==> src/hdl/integer_to_radix_digits_assert.svh <==
// Assertion macros used by the top-level RTL.
`ifndef INTEGER_TO_RADIX_DIGITS_ASSERT_SVH
`define INTEGER_TO_RADIX_DIGITS_ASSERT_SVH

// A condition that holds at every clock edge outside reset.
`define ITRD_ASSERT_ALWAYS(lbl, clk_sig, rst_sig, cond) \
  lbl: assert property (@(posedge clk_sig) disable iff (rst_sig) (cond)) \
    else $error("assertion failed");

// A consequent that holds in the cycle after its antecedent.
`define ITRD_ASSERT_NEXT(lbl, clk_sig, rst_sig, ante, cons) \
  lbl: assert property (@(posedge clk_sig) disable iff (rst_sig) (ante) |=> (cons)) \
    else $error("assertion failed");

`endif

==> src/hdl/itrd_pkg.sv <==
`timescale 1ns / 1ps

package itrd_pkg;

  localparam int WORD_W     = 64;
  localparam int RADIX_W    = 5;
  localparam int DIGIT_W    = 4;
  localparam int CHAR_W     = 8;
  localparam int MODE_W     = 2;
  localparam int REG_IDX_W  = 2;
  localparam int MAX_DIGITS = 64;
  localparam int ADDR_W     = $clog2(MAX_DIGITS);
  localparam int CNT_W      = ADDR_W + 1;
  localparam int STEP_W     = $clog2(WORD_W);
  localparam int ALPHA_W    = 2 * WORD_W;

  localparam logic [REG_IDX_W-1:0] REG_RADIX      = 2'd0;
  localparam logic [REG_IDX_W-1:0] REG_ALPHA_LOW  = 2'd1;
  localparam logic [REG_IDX_W-1:0] REG_ALPHA_HIGH = 2'd2;

  localparam logic [MODE_W-1:0] MODE_8  = 2'd0;
  localparam logic [MODE_W-1:0] MODE_16 = 2'd1;
  localparam logic [MODE_W-1:0] MODE_32 = 2'd2;
  localparam logic [MODE_W-1:0] MODE_64 = 2'd3;

  localparam logic [RADIX_W-1:0] RADIX_MIN   = 5'd2;
  localparam logic [RADIX_W-1:0] RADIX_MAX   = 5'd16;
  localparam logic [RADIX_W-1:0] RADIX_RESET = 5'd10;
  localparam logic [WORD_W-1:0]  ALPHA_LOW_RESET  = 64'h3736_3534_3332_3130;
  localparam logic [WORD_W-1:0]  ALPHA_HIGH_RESET = 64'h6665_6463_6261_3938;

  typedef struct packed {
    logic               done;
    logic               nonzero;
    logic [DIGIT_W-1:0] remainder;
  } div_status_t;

  typedef struct packed {
    logic               we;
    logic [ADDR_W-1:0]  addr;
    logic [DIGIT_W-1:0] digit;
  } digit_wr_t;

  typedef struct packed {
    logic              start;
    logic [ADDR_W-1:0] last_addr;
  } emit_cmd_t;

endpackage

==> src/hdl/itrd_if.sv <==
`timescale 1ns / 1ps

interface itrd_arg_if import itrd_pkg::*; ();
  logic              valid;
  logic              ready;
  logic [WORD_W-1:0] raw_value;
  logic              is_signed;
  logic [MODE_W-1:0] width_mode;

  modport source (output valid, raw_value, is_signed, width_mode, input ready);
  modport sink (input valid, raw_value, is_signed, width_mode, output ready);
endinterface

interface itrd_text_if import itrd_pkg::*; ();
  logic              valid;
  logic              ready;
  logic [CHAR_W-1:0] digit_char;
  logic              last_digit;

  modport source (output valid, digit_char, last_digit, input ready);
  modport sink (input valid, digit_char, last_digit, output ready);
endinterface

==> src/hdl/itrd_divider.sv <==
`timescale 1ns / 1ps

module itrd_divider import itrd_pkg::*; (
  input  logic               clk,
  input  logic               rst,
  input  logic               start,
  input  logic [RADIX_W-1:0] base,
  input  logic [WORD_W-1:0]  dividend,
  output div_status_t        status,
  output logic [WORD_W-1:0]  quotient
);

  localparam logic [STEP_W-1:0] LAST_STEP = STEP_W'(WORD_W - 1);

  logic [WORD_W-1:0]  quo;
  logic [DIGIT_W-1:0] rem;
  logic [STEP_W-1:0]  step;
  logic               busy;
  logic               done;

  logic [RADIX_W-1:0] trial;
  logic               fits;
  logic [RADIX_W-1:0] trial_left;

  // One restoring step: bring down the next dividend bit and subtract the base if it fits.
  always_comb begin
    trial      = {rem, quo[WORD_W-1]};
    fits       = (trial >= base);
    trial_left = fits ? (trial - base) : trial;
  end

  always_ff @(posedge clk) begin
    if (rst) begin
      busy <= 1'b0;
      done <= 1'b0;
    end else begin
      done <= 1'b0;
      if (start) begin
        busy <= 1'b1;
      end else if (busy && step == LAST_STEP) begin
        busy <= 1'b0;
        done <= 1'b1;
      end
    end
  end

  always_ff @(posedge clk) begin
    if (start) begin
      quo  <= dividend;
      rem  <= '0;
      step <= '0;
    end else if (busy) begin
      quo  <= {quo[WORD_W-2:0], fits};
      rem  <= trial_left[DIGIT_W-1:0];
      step <= step + 1'b1;
    end
  end

  assign quotient         = quo;
  assign status.done      = done;
  assign status.nonzero   = |quo;
  assign status.remainder = rem;

endmodule

==> src/hdl/itrd_emitter.sv <==
`timescale 1ns / 1ps

module itrd_emitter import itrd_pkg::*; (
  input  logic               clk,
  input  logic               rst,
  input  digit_wr_t          wr,
  input  emit_cmd_t          cmd,
  input  logic [ALPHA_W-1:0] alphabet,
  output logic               busy,
  itrd_text_if.source        text
);

  localparam logic [1:0] E_IDLE = 2'd0;
  localparam logic [1:0] E_READ = 2'd1;
  localparam logic [1:0] E_SHOW = 2'd2;

  logic [DIGIT_W-1:0] mem [MAX_DIGITS];
  logic [DIGIT_W-1:0] rd_digit;
  logic [ADDR_W-1:0]  ptr;
  logic [1:0]         state;

  always_ff @(posedge clk) begin
    if (wr.we) begin
      mem[wr.addr] <= wr.digit;
    end
    if (state == E_READ) begin
      rd_digit <= mem[ptr];
    end
  end

  // Digits sit least significant first, so the readout walks the buffer downward.
  always_ff @(posedge clk) begin
    if (rst) begin
      state <= E_IDLE;
    end else begin
      unique case (state)
        E_IDLE: begin
          if (cmd.start) begin
            state <= E_READ;
          end
        end
        E_READ: begin
          state <= E_SHOW;
        end
        E_SHOW: begin
          if (text.ready) begin
            state <= (ptr == '0) ? E_IDLE : E_READ;
          end
        end
        default: begin
          state <= E_IDLE;
        end
      endcase
    end
  end

  always_ff @(posedge clk) begin
    if (state == E_IDLE && cmd.start) begin
      ptr <= cmd.last_addr;
    end else if (state == E_SHOW && text.ready && ptr != '0) begin
      ptr <= ptr - 1'b1;
    end
  end

  assign busy            = (state != E_IDLE);
  assign text.valid      = (state == E_SHOW);
  assign text.digit_char = alphabet[{rd_digit, 3'b000} +: CHAR_W];
  assign text.last_digit = (ptr == '0);

endmodule

==> src/hdl/integer_to_radix_digits.sv <==
`timescale 1ns / 1ps
// Channel   Role     Beat
// arg       sink     raw_value, is_signed, width_mode: one integer to convert
// text      source   digit_char, last_digit: one character, most significant first
// cfg_*     write    radix, alphabet_low, alphabet_high by index
//
// Each digit comes from the bit-serial divider (one quotient bit per cycle over the
// 64-bit word, plus the hand-off), and each character then passes through a read
// state and a show state in the readout from the digit buffer.
// A new item is taken only once the last character of the previous one has left.
// Reset is synchronous and restores the reset radix and alphabet; the digit
// buffer needs no clearing. A stall on text simply holds the current character.

module integer_to_radix_digits import itrd_pkg::*; (
  input  logic                 clk,
  input  logic                 rst,
  input  logic                 cfg_we,
  input  logic [REG_IDX_W-1:0] cfg_index,
  input  logic [WORD_W-1:0]    cfg_data,
  itrd_arg_if.sink             arg,
  itrd_text_if.source          text
);

`include "integer_to_radix_digits_assert.svh"

  localparam logic S_IDLE = 1'b0;
  localparam logic S_DIV  = 1'b1;

  logic [RADIX_W-1:0] radix;
  logic [WORD_W-1:0]  alphabet_low;
  logic [WORD_W-1:0]  alphabet_high;

  logic               state;
  logic [CNT_W-1:0]   count;
  logic [CNT_W-1:0]   count_inc;

  logic [RADIX_W-1:0] base;
  logic [WORD_W-1:0]  mask;
  logic [WORD_W-1:0]  top_bit;
  logic [WORD_W-1:0]  masked;
  logic [WORD_W-1:0]  magnitude;

  logic               arg_accept;
  logic               div_start;
  logic [WORD_W-1:0]  div_dividend;
  logic [WORD_W-1:0]  quotient;
  logic               more;
  logic               emit_busy;
  div_status_t        div_status;
  digit_wr_t          wr;
  emit_cmd_t          cmd;

  always_ff @(posedge clk) begin
    if (rst) begin
      radix         <= RADIX_RESET;
      alphabet_low  <= ALPHA_LOW_RESET;
      alphabet_high <= ALPHA_HIGH_RESET;
    end else if (cfg_we) begin
      unique case (cfg_index)
        REG_RADIX:      radix         <= cfg_data[RADIX_W-1:0];
        REG_ALPHA_LOW:  alphabet_low  <= cfg_data;
        REG_ALPHA_HIGH: alphabet_high <= cfg_data;
        default: begin
        end
      endcase
    end
  end

  always_comb begin
    priority if (radix < RADIX_MIN) begin
      base = RADIX_MIN;
    end else if (radix > RADIX_MAX) begin
      base = RADIX_MAX;
    end else begin
      base = radix;
    end
  end

  // Truncate to the selected width, then take the magnitude of a negative signed value.
  always_comb begin
    unique case (arg.width_mode)
      MODE_8:  mask = 64'h0000_0000_0000_00ff;
      MODE_16: mask = 64'h0000_0000_0000_ffff;
      MODE_32: mask = 64'h0000_0000_ffff_ffff;
      MODE_64: mask = 64'hffff_ffff_ffff_ffff;
      default: mask = 64'hffff_ffff_ffff_ffff;
    endcase
    top_bit = mask ^ (mask >> 1);
    masked  = arg.raw_value & mask;
    if (arg.is_signed && (masked & top_bit) != '0) begin
      magnitude = ~(masked | ~mask) + 1'b1;
    end else begin
      magnitude = masked;
    end
  end

  assign arg.ready  = (state == S_IDLE) && !emit_busy;
  assign arg_accept = arg.valid && arg.ready;
  assign count_inc  = count + 1'b1;
  assign more       = div_status.nonzero && (count_inc < CNT_W'(MAX_DIGITS));

  assign div_start    = arg_accept || (state == S_DIV && div_status.done && more);
  assign div_dividend = (state == S_IDLE) ? magnitude : quotient;

  assign wr.we         = (state == S_DIV) && div_status.done;
  assign wr.addr       = count[ADDR_W-1:0];
  assign wr.digit      = div_status.remainder;
  assign cmd.start     = wr.we && !more;
  assign cmd.last_addr = count[ADDR_W-1:0];

  always_ff @(posedge clk) begin
    if (rst) begin
      state <= S_IDLE;
      count <= '0;
    end else begin
      unique case (state)
        S_IDLE: begin
          if (arg_accept) begin
            state <= S_DIV;
            count <= '0;
          end
        end
        S_DIV: begin
          if (div_status.done) begin
            if (more) begin
              count <= count_inc;
            end else begin
              state <= S_IDLE;
            end
          end
        end
        default: begin
          state <= S_IDLE;
        end
      endcase
    end
  end

  itrd_divider u_divider (
    .clk      (clk),
    .rst      (rst),
    .start    (div_start),
    .base     (base),
    .dividend (div_dividend),
    .status   (div_status),
    .quotient (quotient)
  );

  itrd_emitter u_emitter (
    .clk      (clk),
    .rst      (rst),
    .wr       (wr),
    .cmd      (cmd),
    .alphabet ({alphabet_high, alphabet_low}),
    .busy     (emit_busy),
    .text     (text)
  );

  // Input is held off while characters are still going out.
  `ITRD_ASSERT_ALWAYS(a_no_overlap, clk, rst, !(text.valid && arg.ready))
  // A finished division only ever arrives while the sequencer waits for it.
  `ITRD_ASSERT_ALWAYS(a_done_in_div, clk, rst, !div_status.done || state == S_DIV)
  // An accepted integer always starts a division.
  `ITRD_ASSERT_NEXT(a_accept_divides, clk, rst, arg_accept, state == S_DIV && !emit_busy)
  // Handing the digits over starts the readout.
  `ITRD_ASSERT_NEXT(a_handoff, clk, rst, cmd.start, emit_busy && state == S_IDLE)

endmodule

==> src/flat_wrapper.sv <==
// flat-port wrapper written by rule: the top's interface ports become plain ports
module integer_to_radix_digits_flat import itrd_pkg::*;
  (clk, rst, cfg_we, cfg_index, cfg_data, arg_valid, arg_raw_value, arg_is_signed, arg_width_mode, arg_ready, text_valid, text_digit_char, text_last_digit, text_ready);
  itrd_arg_if arg_i ();
  itrd_text_if text_i ();
  input  logic clk;
  input  logic rst;
  input  logic cfg_we;
  input  logic [REG_IDX_W-1:0] cfg_index;
  input  logic [WORD_W-1:0] cfg_data;
  input wire logic [$bits(arg_i.valid)-1:0] arg_valid;
  input wire logic [$bits(arg_i.raw_value)-1:0] arg_raw_value;
  input wire logic [$bits(arg_i.is_signed)-1:0] arg_is_signed;
  input wire logic [$bits(arg_i.width_mode)-1:0] arg_width_mode;
  output wire logic [$bits(arg_i.ready)-1:0] arg_ready;
  output wire logic [$bits(text_i.valid)-1:0] text_valid;
  output wire logic [$bits(text_i.digit_char)-1:0] text_digit_char;
  output wire logic [$bits(text_i.last_digit)-1:0] text_last_digit;
  input wire logic [$bits(text_i.ready)-1:0] text_ready;
  assign arg_i.valid = arg_valid;
  assign arg_i.raw_value = arg_raw_value;
  assign arg_i.is_signed = arg_is_signed;
  assign arg_i.width_mode = arg_width_mode;
  assign arg_ready = arg_i.ready;
  assign text_valid = text_i.valid;
  assign text_digit_char = text_i.digit_char;
  assign text_last_digit = text_i.last_digit;
  assign text_i.ready = text_ready;
  integer_to_radix_digits u_core (.clk(clk), .rst(rst), .cfg_we(cfg_we), .cfg_index(cfg_index), .cfg_data(cfg_data), .arg(arg_i), .text(text_i));
endmodule
==> config.mk <==
export PLATFORM = sky130hd
export DESIGN_NAME = integer_to_radix_digits_flat
export DESIGN_NICKNAME = d
export VERILOG_FILES = /design/src/hdl/itrd_pkg.sv /design/src/hdl/itrd_if.sv /design/src/hdl/itrd_divider.sv /design/src/hdl/itrd_emitter.sv /design/src/hdl/integer_to_radix_digits.sv /design/src/flat_wrapper.sv
export VERILOG_INCLUDE_DIRS = /design/src /design/src/hdl
export SDC_FILE = /design/constraint.sdc
export NUM_CORES = 1
export LEC_CHECK = 0
export BUFFER_PORTS_ARGS = -buffer_cell sky130_fd_sc_hd__buf_4
export CAP_MARGIN = 15
export CORE_ASPECT_RATIO = 2
export CORE_UTILIZATION = 40
export CTS_BUF_LIST = sky130_fd_sc_hd__clkbuf_4 sky130_fd_sc_hd__clkbuf_8 sky130_fd_sc_hd__clkbuf_16
export DETAILED_ROUTE_END_ITERATION = 12
export PLACE_DENSITY = 0.65
export REMOVE_ABC_BUFFERS = 1
export SLEW_MARGIN = 15
export SYNTH_ARGS = -nofsm -noshare
export SYNTH_HDL_FRONTEND = slang
export SYNTH_SLANG_ARGS = --single-unit
==> constraint.sdc <==
create_clock -name clk -period 9.7 [get_ports clk]
set_input_delay 1.455 -clock clk [delete_from_list [all_inputs] [get_ports clk]]
set_output_delay 1.455 -clock clk [all_outputs]
set_load 0.005 [all_outputs]
== After elaboration in Yosys (flattened, before gate mapping) ==
Memories as Yosys holds them, arrays and structs flattened. A register that Yosys moved wholly into a read port is not among the register bits.
Cells that the tools add are included.

* Bits in registers: 225
* RAM bits: 256
* Input port bits: 138
* Output and inout port bits: 11
* Word-level logic and storage cells: 103
* Memories kept: 1

* Add/subtract/negate cells: 5
* $lt $le $gt $ge: 4
* Equal/unequal tests: 14
* Shift-type cells: 1
* Multiplexer cells: 27
* Bitwise operators: 7
* Reductions and logical operators: 32

{| class="wikitable"
|+ Memories
! memory !! words !! bits a word !! read ports !! clocked after memory_dff !! wr ports !! line !! source
|-
| u_core.u_emitter.mem || 64 || 4 || 1 || 1 || 1 || itrd_emitter.sv:17 || <nowiki>logic [DIGIT_W-1:0] mem [MAX_DIGITS];</nowiki>
|}

{| class="wikitable"
|+ Operator list
! kind !! count
|-
| $mux 64 || 4
|-
| $pmux 64 s4 || 1
|-
| $and 64x64->64 || 2
|-
| $not 64->64 || 2
|-
| $shiftx 128x8->8 || 1
|-
| $add 64x1->64 const B || 1
|-
| $or 64x64->64 || 1
|-
| $reduce_bool 64->1 || 1
|-
| $reduce_or 64->1 || 1
|-
| $xor 64x63->64 || 1
|-
| $mux 7 || 3
|-
| $pmux 7 s2 || 1
|-
| $mux 6 || 2
|-
| $logic_and 1x1->1 || 11
|-
| $mux 5 || 2
|-
| $reduce_and 2->1 || 5
|-
| $mux 1 || 9
|-
| $eq 2x2->1 const B || 4
|-
| $ne 2x2->1 const B || 4
|-
| $reduce_bool 2->1 || 4
|-
| $add 7x1->7 const B || 1
|-
| $lt 7x7->1 const B || 1
|-
| $add 6x1->6 const B || 1
|-
| $eq 2x1->1 const B || 3
|-
| 19 further kinds || 24
|}

== Depth between registers and ports, before layout ==
* Depth after elaboration: 9
* Mapped depth: 10
* Depth with buffers taken out: 9

== Modules after synthesis ==
From an unflattened synthesis, not the netlist that was laid out.

* Cells, all modules: 2064
* Area, all modules: 23670.2 um^2

{| class="wikitable"
|+ Modules (own cells, without submodules)
! module !! instances !! cells an instance !! area an instance (um^2) !! seq. area each (um^2)
|-
| itrd_emitter || 1 || 683 || 11868.9 || 8027.7
|-
| integer_to_radix_digits || 1 || 1151 || 8308.0 || 2822.7
|-
| itrd_divider || 1 || 230 || 3493.4 || 2162.1
|}

== Least setup slack after synthesis ==
Ideal clock, no wire load.

* Kind: register to register
* From: register u_core.u_divider.quo[1] (netlist: u_core.u_divider.quotient[1])
* To: register u_core.u_divider.quo[0] (netlist: u_core.u_divider.quotient[0]), enable pin
* Setup time: 0.575 ns
* Arrival time: 5.968 ns
* Required time: 9.125 ns
* Slack: 3.157 ns
* Stages on the path, launching flop included: 6
* Buffers on the path: 0
* Clock period less this slack: 6.543 ns
* Cell sequence: edfxtp_1 -> nor4_1 -> nand4_1 -> nor4_1 -> nor3_1 -> o21ai_0

* Word-level cells in the longest chain between the ends: 6
* Elaborated cells on any way between the ends: 7
* Those cells by class: eq/ne (1); reduce/logical (6)

{| class="wikitable"
|+ Ends and longest elaborated chain
! what !! line !! source
|-
| start, declared || itrd_divider.sv:15 || <nowiki>logic [WORD_W-1:0] quo;</nowiki>
|-
| start signal, assigned || itrd_divider.sv:49 || <nowiki>quo <= dividend;</nowiki>
|-
| start signal, assigned || itrd_divider.sv:53 || <nowiki>quo <= {quo[WORD_W-2:0], fits};</nowiki>
|-
| $reduce_or 64->1 * || itrd_divider.sv:61 || <nowiki>assign status.nonzero = |quo;</nowiki>
|-
| $logic_and 1x1->1 * || integer_to_radix_digits.sv:100 || <nowiki>assign more = div_status.nonzero && (count_inc < CNT_W'(MAX_DIGITS));</nowiki>
|-
| $logic_and 1x1->1 * || integer_to_radix_digits.sv:102 || <nowiki>assign div_start = arg_accept || (state == S_DIV && div_status.done && more);</nowiki>
|-
| $logic_or 1x1->1 * || integer_to_radix_digits.sv:102 ||
|-
| $ne 2x2->1 (no line) / $reduce_bool 2->1 (equally long branches) || - ||
|-
| $reduce_and 2->1 (no line) * || - ||
|}

Every way passes the cells marked *; elsewhere a longest branch is shown, timed or not.
A chain may end at the register's enable or synchronous reset.

== Worst setup path after layout ==
* From: register u_core.u_emitter.ptr[0]
* To: output port text_last_digit

* Word-level cells in the longest chain between the ends: 1

{| class="wikitable"
|+ Ends and longest elaborated chain
! what !! line !! source
|-
| start, declared || itrd_emitter.sv:19 || <nowiki>logic [ADDR_W-1:0] ptr;</nowiki>
|-
| start signal, assigned || itrd_emitter.sv:59 || <nowiki>ptr <= cmd.last_addr;</nowiki>
|-
| start signal, assigned || itrd_emitter.sv:61 || <nowiki>ptr <= ptr - 1'b1;</nowiki>
|-
| $logic_not 6->1 || itrd_emitter.sv:68 || <nowiki>assign text.last_digit = (ptr == '0);</nowiki>
|-
| end, declared || flat_wrapper.sv:18 || <nowiki>output wire logic [$bits(text_i.last_digit)-1:0] text_last_digit;</nowiki>
|}

Every way passes these cells.

==> flow_metrics.env <==
export IMPL_synth_flop_cell="edfxtp_1"
export IMPL_dr_total_vias=14720
export IMPL_dr_wl_met3_mm=2.423
export IMPL_vias_per_cell=5.650
export IMPL_layout_drive_gt1_share=0.2084
export IMPL_cts_hold_buf=0
export IMPL_cts_tree="built"
export IMPL_cts_buffer_depth=3
export IMPL_drt_iter0_drc=994
export IMPL_clk_latency_ps=570
export IMPL_fillCellCount=4840
export IMPL_reg2reg_from="u_core.u_divider.quotient[48]"
export IMPL_maxCapViolations=0
export IMPL_tns_ps=0
export IMPL_cp_max_fo=51
export IMPL_synth_edf_count=330
export IMPL_min_period_ps=4768
export IMPL_holdCritStartpoint="u_core.alphabet_low[48]"
export IMPL_initial_core_util=0.4045
export IMPL_syn_inst=1800
export IMPL_holdPathEnd="u_core.alphabet_low[48]"
export IMPL_finalWirelength_mm=55.07
export IMPL_rsz0062_at_grt="no"
export IMPL_drv_slew=0
export IMPL_r2r_cells=6
export IMPL_cp_start_kind="flop"
export IMPL_grt_first_pass_wirelength_mm=85.55
export IMPL_die_area_um2=55960
export IMPL_grt_usage=0.1982
export IMPL_r2r_end="u_core.u_divider.quotient[3]"
export IMPL_outcome="finished clean"
export IMPL_synth_warnings=0
export IMPL_power_density_nw_per_um2=181.0
export IMPL_period_share=0.4915
export IMPL_core_area_um2=54350
export IMPL_cts_buffers=45
export IMPL_synth_area_leaders="edfxtp_1, dfxtp_1, mux4_2"
export IMPL_nNetsFinal=2041
export IMPL_path_cells="buf_4, inv_1, ha_1, and3_1, buf_4"
export IMPL_wire_per_inst_um=21.14
export IMPL_async_flop_share=0
export IMPL_r2r_setup_slack_ps=5490
export IMPL_ant_nets=0
export IMPL_slowest_stage="edfxtp_1"
export IMPL_rows=121
export IMPL_routabilityCongestion=0.9258
export IMPL_area_growth_pct=14.60
export IMPL_synth_top_area_frac=0.4507
export IMPL_crit_top_cell="buf_4"
export IMPL_cp_buffers_inverters=3
export IMPL_seq_area_frac_synth=0.5919
export IMPL_antenna_found_initial=0
export IMPL_grt_max_degree=86
export IMPL_diodes=0
export IMPL_grt_pass1_vias=15330
export IMPL_path_delay_family="buffers and inverters"
export IMPL_maxSlewHeadroom=0.2516
export IMPL_drtPass1Iterations=6
export IMPL_holdPathStages=2
export IMPL_root_buffer="clkbuf_16"
export IMPL_slowest_delay_ps=1050
export IMPL_topRoutingLayerUsed="met4"
export IMPL_synth_ff_latch_count=485
export IMPL_final_setup_viol_count=0
export IMPL_htree_levels=2
export IMPL_power_leakage_nw=8.415
export IMPL_post_dp_hpwl_mm=39.54
export IMPL_hold_viol=0
export IMPL_num_io_pins=149
export IMPL_netlist_area_um2=21980
export IMPL_io_buffers=148
export IMPL_postCtsResizedCells=0
export IMPL_finalClockSkew_ps=20.80
export IMPL_ir_worst_vdd_uv=116.9
export IMPL_synth_cell_types=60
export IMPL_clkSinkCount=485
export IMPL_dr_wl_met2_mm=32.05
export IMPL_drc=0
export IMPL_path_clk_slew_ps=70
export IMPL_syn_avg_cell_area_um2=12.21
export IMPL_postCtsSetupRepairBufs=0
export IMPL_grt_overflow=0
export IMPL_hp_class="reg2reg"
export IMPL_end_kind="output pin"
export IMPL_tightest_slew_ps=1112
export IMPL_path_class="reg2out"
export IMPL_required_ps=8250
export IMPL_synth_top_cell_by_area="edfxtp_1"
export IMPL_drt_met1_wl_mm=18.35
export IMPL_crit_arrival_ps=3310
export IMPL_final_util=0.4636
export IMPL_p_total_mw=4.560
export IMPL_timing_fmax_mhz=209.7
export IMPL_die_width_um=167.8
export IMPL_fp_dieH_um=333.6
==> worst max path at each step <==
stage,from,to,slack (ps),depth (start not counted)
CTS,u_core.u_emitter.ptr[0],text_last_digit,4810,5
global placement,arg_width_mode[1],u_core.u_divider.quotient[56],5080,7
global route,u_core.u_emitter.ptr[0],text_last_digit,4580,5
floorplan,u_core.u_divider.quotient[1],u_core.u_divider.quotient[0],3160,5
detailed placement,arg_width_mode[1],u_core.u_divider.quotient[50],5020,7
finish,u_core.u_emitter.ptr[0],text_last_digit,4930,5
==> routing by layer <==
layer  up-vias  GRT usage
met4         0    0.08608
met2       476     0.4066
met1      7240     0.1893
met3       127    0.02753
li1       6874          -
met5         -          0
==> where the power goes <==
group          leakage, nW  internal (mW)  switching, mW
registers             4.34           2.34         0.0462
logic                 3.36          0.143          0.233
clock network        0.716           1.01          0.794
total                 8.42           3.49           1.07
==> cell usage in the layout (no fill, tap or decap), drive strengths merged, types with 49 or more instances in the layout <==
cell type,n
nand3b,67
nand2,348
edfxtp,330
dfxtp,155
clkbuf,55
buf,169
mux4,121
nor2,131
o21ai,49
a21oi,112
==> area by class of cell <==
class                           instances  area [µm²]  area share
Inverter                               17       63.81    0.002533
Tap cell                              676       845.8     0.03357
Sequential cell                       485       13020      0.5167
Multi-Input combinational cell       1174        8474      0.3363
Timing Repair Buffer                  169        1269     0.05036
Clock inverter                         29       240.2    0.009535
Clock buffer                           55        1285     0.05100
==> cell usage after synthesis (8+ instances only) <==
cell type  number
dfxtp_1       155
or2_2          12
or4_1          16
inv_1          16
or3_1          14
a22oi_1         8
clkbuf_1      107
nand2_1       348
nor4_1         30
edfxtp_1      330
buf_1          12
nor2_1        131
o21ai_0        48
nand3_1        14
o31ai_1        31
a21oi_1       112
xor2_1         17
ha_1           10
xnor2_1        48
mux2i_1         9
nor3_1         27
nand3b_1       67
mux4_2        121
nand4_1        11
a31oi_1        23
==> metrics by stage <==
step                      std cells  area (µm²)  hold WS (ps)  setup slack [ps]
after floorplan                1676       21510         427.1              3157
after global placement         2521       23670         438.5              5078
after detailed placement       2521       23670         446.5              5022
after CTS                      2605       25190         455.4              4815
after global routing           2605       25200         471.9              4578
final                          2605       25200         453.8              4932
==> worst min-delay path: stages, from the launching register on <==
cell and delay (ps):
dfxtp_1 310, nand2_1 50, a21oi_1 50
==> sequential cells by signal (all words and copies together), names as in the netlist <==
register and count:
u_core.u_emitter.mem 256, u_core.alphabet_high 64, u_core.alphabet_low 64, u_core.u_divider.quotient 64, u_core.count 7, u_core.u_divider.step 6
u_core.u_emitter.ptr 6, u_core.radix 5, u_core.u_divider.rem 4, u_core.u_emitter.rd_digit 4, u_core.u_emitter.state 2, u_core.state 1
u_core.u_divider.busy 1, u_core.u_divider.done 1
==> cell families (layout without fill, tap and decap cells) <==
kind of cell	after synthesis	after routing	share of synthesized area
simple gates	718	718	0.1561
flops	485	485	0.5919
compound gates	248	248	0.06608
buf+inv	141	270	0.02436
mux	132	132	0.1291
xor+xnor	65	65	0.02589
fa+ha+maj	11	11	0.006602
No activity file was read; power rests on OpenSTA's default activity.
